--- src/rtl/core/rtof_ram.sv ---
// ----------------------------------------------------------------------------
// rtof_ram
// Generic single write port, single read port RAM with registered read data.
// ----------------------------------------------------------------------------
`default_nettype none

module rtof_ram #(
  parameter int unsigned Width = 32,
  parameter int unsigned Depth = 32
) (
  input  wire logic                                    clk_i,
  input  wire logic                                    we_i,
  input  wire logic [((Depth > 1) ? $clog2(Depth) : 1)-1:0] waddr_i,
  input  wire logic [Width-1:0]                        wdata_i,
  input  wire logic                                    re_i,
  input  wire logic [((Depth > 1) ? $clog2(Depth) : 1)-1:0] raddr_i,
  output logic      [Width-1:0]                        rdata_o
);

  logic [Width-1:0] mem_q [Depth];
  logic [Width-1:0] rdata_q;

  // write port
  always_ff @(posedge clk_i) begin
    if (we_i) begin
      mem_q[waddr_i] <= wdata_i;
    end
  end

  // registered read port
  always_ff @(posedge clk_i) begin
    if (re_i) begin
      rdata_q <= mem_q[raddr_i];
    end
  end

  assign rdata_o = rdata_q;

endmodule

`default_nettype wire

--- config.mk ---
export PLATFORM = sky130hd
export DESIGN_NAME = rtof_ram
export DESIGN_NICKNAME = d
export VERILOG_FILES = /design/src/rtl/core/rtof_ram.sv
export SDC_FILE = /design/constraint.sdc
export NUM_CORES = 1
export LEC_CHECK = 0
export BUFFER_PORTS_ARGS = -buffer_cell sky130_fd_sc_hd__buf_2
export CORE_ASPECT_RATIO = 2
export CORE_MARGIN = 2
export CORE_UTILIZATION = 50
export CTS_BUF_LIST = sky130_fd_sc_hd__clkbuf_4
export CTS_CLUSTER_DIAMETER = 100
export CTS_CLUSTER_SIZE = 8
export DETAILED_ROUTE_END_ITERATION = 6
export GPL_ROUTABILITY_DRIVEN = 0
export PLACE_DENSITY = 0.66
export SETUP_SLACK_MARGIN = 0.5
export SLEW_MARGIN = 20
export SYNTH_ARGS = -nofsm -noshare
export SYNTH_HDL_FRONTEND = slang
export SYNTH_SLANG_ARGS = --single-unit
--- constraint.sdc ---
create_clock -name clk_i -period 2.99 [get_ports clk_i]
set_input_delay 0.1495 -clock clk_i [delete_from_list [all_inputs] [get_ports clk_i]]
set_output_delay 0.1495 -clock clk_i [all_outputs]
set_load 0.01 [all_outputs]
### Word level (Yosys, flattened, before mapping)

Memory sizes are Yosys's and may differ from the RTL's. A register that Yosys moved wholly into a read port is not among the register bits.
Cells that the tools add are included.

* RAM bits: 1024
* flip-flop bits (word level): 0
* logic and storage cells: 3
* memories kept: 1

* muxes and demuxes: 2

Memories
* mem_q: words 32, width 32, rd ports 1, clocked after memory_dff 1, write ports 1, RTL line 20 `logic [Width-1:0] mem_q [Depth];`

Operator list (count)
* two-way mux 1 bit: 2

### Logic depth before layout (Yosys ltp)

* word-level depth: 2
* gate-level depth with buffers: 8
* gate-level depth less buffers: 5

### Least setup slack after synthesis

Ideal clock, no wire load.

* kind: input to register
* start point: input port waddr_i[1] in the netlist's numbering
* end point: memory mem_q[12][0] (enable)
* setup slack: 0.406 ns
* stages: 3
* arrival time: 2.162 ns
* required time: 2.569 ns
* library setup time: 0.421 ns
* buffers on the path: 1
* path through: or3b_2 -> clkbuf_1 -> nor2_1

RTL lines
* start, declared: RTL line 13 `input wire logic [((Depth > 1) ? $clog2(Depth) : 1)-1:0] waddr_i,`
* end, declared: RTL line 20

Straight into the memory's write port.

==> reports/metrics.cfg <==
[synthesis]
netlist_area_sq_mm = 0.0408
synth_cells = 2260
synth-main-ff-cell = edfxtp_1
synth_nets = 2305
yosysTopAreaCellShare_pct = 77.7
synthArstFlopShare_pct = 0
ys_warn_count = 0
synthDistinctLibCells = 24
ys_seq_elements = 1056
synth_top_area_cell = edfxtp_1
synth.area.top_cells = edfxtp_1 (78%), mux2i_1 (13%), a22oi_1 (1.8%), a22o_1 (1.4%), nand3_1 (1.2%)
synth-edff-count = 1056
avgSynthCellArea_sq_um = 18.1
ys_seq_area_share_pct = 77.7

[clock_tree]
cts.sinks = 1056
cts_buffers = 149
clk_latency_ps = 950
htree_levels = 4
cts-root-buf = clkbuf_4
cts_post_setup_buffers_inserted = 0
cts_buffer_depth = 3
cts_tree = done
ctsResizeCount = 0
ctsHoldBuffers = 47
cts.clk_slew.worst_paths_ps = 80

[power_and_ir_drop]
ir_worst_vdd_mv = 0.258
p_leak_nw = 15.5
p_switching_mw = 5.60
combPwrFrac_pct = 6.3
power-per-cell-area_mw_per_mm2 = 569
seq_power_share_pct = 64.8
clockPowerShare_pct = 28.9
sw_frac_of_total_pct = 21.9
p_int_mw = 20.0

[critical_path]
reg2reg_to = rdata_o[11]
critPathSlowestCell = dlygate4sd3_1
worstPathArrival_ps = 2820
cp.required_ps = 3660
crit_start = raddr_i[0]
cp_cell_sequence = dlygate4sd3_1, buf_8, buf_12, mux2i_1, nand2_1, dlygate4sd3_1, a31oi_1, nand3_1
cp_max_fo = 72
crit_type = in -> reg
critPathMaxStageDelay_ps = 590
rrSetupSlack_ps = 1120
cp_top_family = buffers and inverters
r2r_cells = 6
endpoint = rdata_o[9]
cp-start-kind = input pin
cpMostUsedCell = dlygate4sd3_1
crit-reg2reg-launch = mem_q[7][11]
cp.depth = 8
critPathCaptureType = register
path_buf_inv = 4

[global_routing]
antenna_found_initial = 2
overflow = 0
grtUsageMet3_pct = 3.54
met1_usage_pct = 28.3
grt_start_max_net_pins = 73
grt_pass1_wl_mm = 147
grt_pass1_vias = 22766
met2_usage_pct = 43.8
busiest_layer = met2
grt_usage_pct = 24.2

[timing]
finalHoldViolCount = 0
fmax_ghz = 0.466
tns_ps = 0
final.setup_skew_ps = 50.1
min_period_ps = 2150
tightest_slew_ps = 762
slew_headroom_pct = 49.1
hold_slack_ps = 184
rsz0062_at_grt = false
fin_crit_sh_pct = 71.8
finalSetupViolations = 0
slew_violations = 0

[placed_design]
placed_cell_area_sq_mm = 0.0431
dp_cells = 3353
place_hpwl_mm = 58.0
port_buffers = 76

[min_path]
hp-class = in -> reg

[finish]
fin_area_sq_mm = 0.0449
n_fill_cell = 6260
syn2layout_area_growth_pct = 10.1
layout.cells.non_filler = 3565
final_layout_size_suffix_gt1_share_pct = 15.0
nNetsFinal = 2546

[floorplanning]
initial_core_util_pct = 50.3
die_h_um = 408
die_area_sq_mm = 0.0841
io_pins = 77
fp.dieW_um = 206
core_area_sq_mm = 0.0811
rows = 148

[status]
status = completed

[routing]
drt-total-wl_mm = 101
drt.antenna.violating_nets = 0
drc = 0
dr.pass1.iters = 5
vias = 21754
drtIter0Drc = 1879
vias_per_cell = 6.10
detail_route.wl_per_cell_um = 28.3

[job]
drv_cap = 0

cells in the final DEF, fill, tap and decap left out, drive strengths merged:
cell type / n
a21oi: 96
a22o: 64
a22oi: 96
a31oi: 32
and2: 1
and2b: 1
buf: 170
bufinv: 6
clkbuf: 155
diode: 2
dlygate4sd3: 47
edfxtp: 1056
inv: 2
mux2i: 512
nand2: 98
nand2b: 2
nand3: 98
nand3b: 5
nor2: 34
nor2b: 1
nor3: 32
or2: 1
or3: 1
or3b: 3
per-layer routing:
metal  vias up  routed length [um]
met1     11234               36800
met4         0                4090
met2       840               54600
met5         -                   0
li1       9451                   -
met3       229                5310
cells in the mapped netlist, types with 32 or more instances:
library cell	count
clkbuf_1	46
nand3_1	98
a22o_1	64
nor3_1	32
a22oi_1	96
a21oi_1	96
nand2_1	98
nor2_1	34
mux2i_1	512
buf_4	33
a31oi_1	32
edfxtp_1	1056
power groups by stage:
stage               Clock [mW]  Sequential [mW]  Combinational [mW]
detailed placement           0             16.9                1.56
global placement             0             16.9                1.53
finish                    7.39             16.6                1.60
CTS                       7.60             16.6                1.61
global route              8.07             16.6                1.71
floorplan                    0             16.9               0.851
final cells by class:
| class | instances | area [sq um] | share of cell area (%) |
|---|---|---|---|
| Antenna cell | 2 | 5.00 | 0.0111 |
| Clock buffer | 155 | 1160 | 2.59 |
| Clock inverter | 8 | 188 | 0.418 |
| Multi-Input combinational cell | 1077 | 8610 | 19.2 |
| Sequential cell | 1056 | 31700 | 70.6 |
| Tap cell | 1050 | 1310 | 2.92 |
| Timing Repair Buffer | 217 | 1930 | 4.30 |
tightest hold or removal path, stage by stage:
cell and delay (ps):
buf_2 120, nand2b_2 340, a21oi_1 240, a31oi_1 100, nand3_1 70
flip-flops by register name, summed over array words and instances, names as in the netlist:
name	flops
mem_q	1024
rdata_o	32
how the worst min path moves through the flow:
stage,from,endpoint,slack (ps),depth (start not counted)
after floorplan,wdata_i[0],mem_q[0][0],250,0
after global placement,rdata_o[24],rdata_o[24],560,1
after detailed placement,rdata_o[29],rdata_o[29],560,1
after CTS,raddr_i[4],rdata_o[1],60,5
after global routing,raddr_i[3],rdata_o[28],160,5
final,raddr_i[4],rdata_o[1],180,5
stage by stage:
step	worst slack (ps)	util, %	power (mW)
2_1_floorplan	406	-	17.8
3_3_place_gp	753	53.1	18.4
3_5_place_dp	681	53.1	18.5
4_1_cts	1000	55.4	25.8
5_1_grt	757	55.4	26.4
6_report	842	55.4	25.6
cells by family after synthesis:
family / after synthesis / share of synthesized area [%]
simple gates: 277 / 3.08
mux: 512 / 12.6
buf+inv: 127 / 1.85
compound gates: 288 / 4.81
flops: 1056 / 77.7
(Power assumes the default switching activity.)
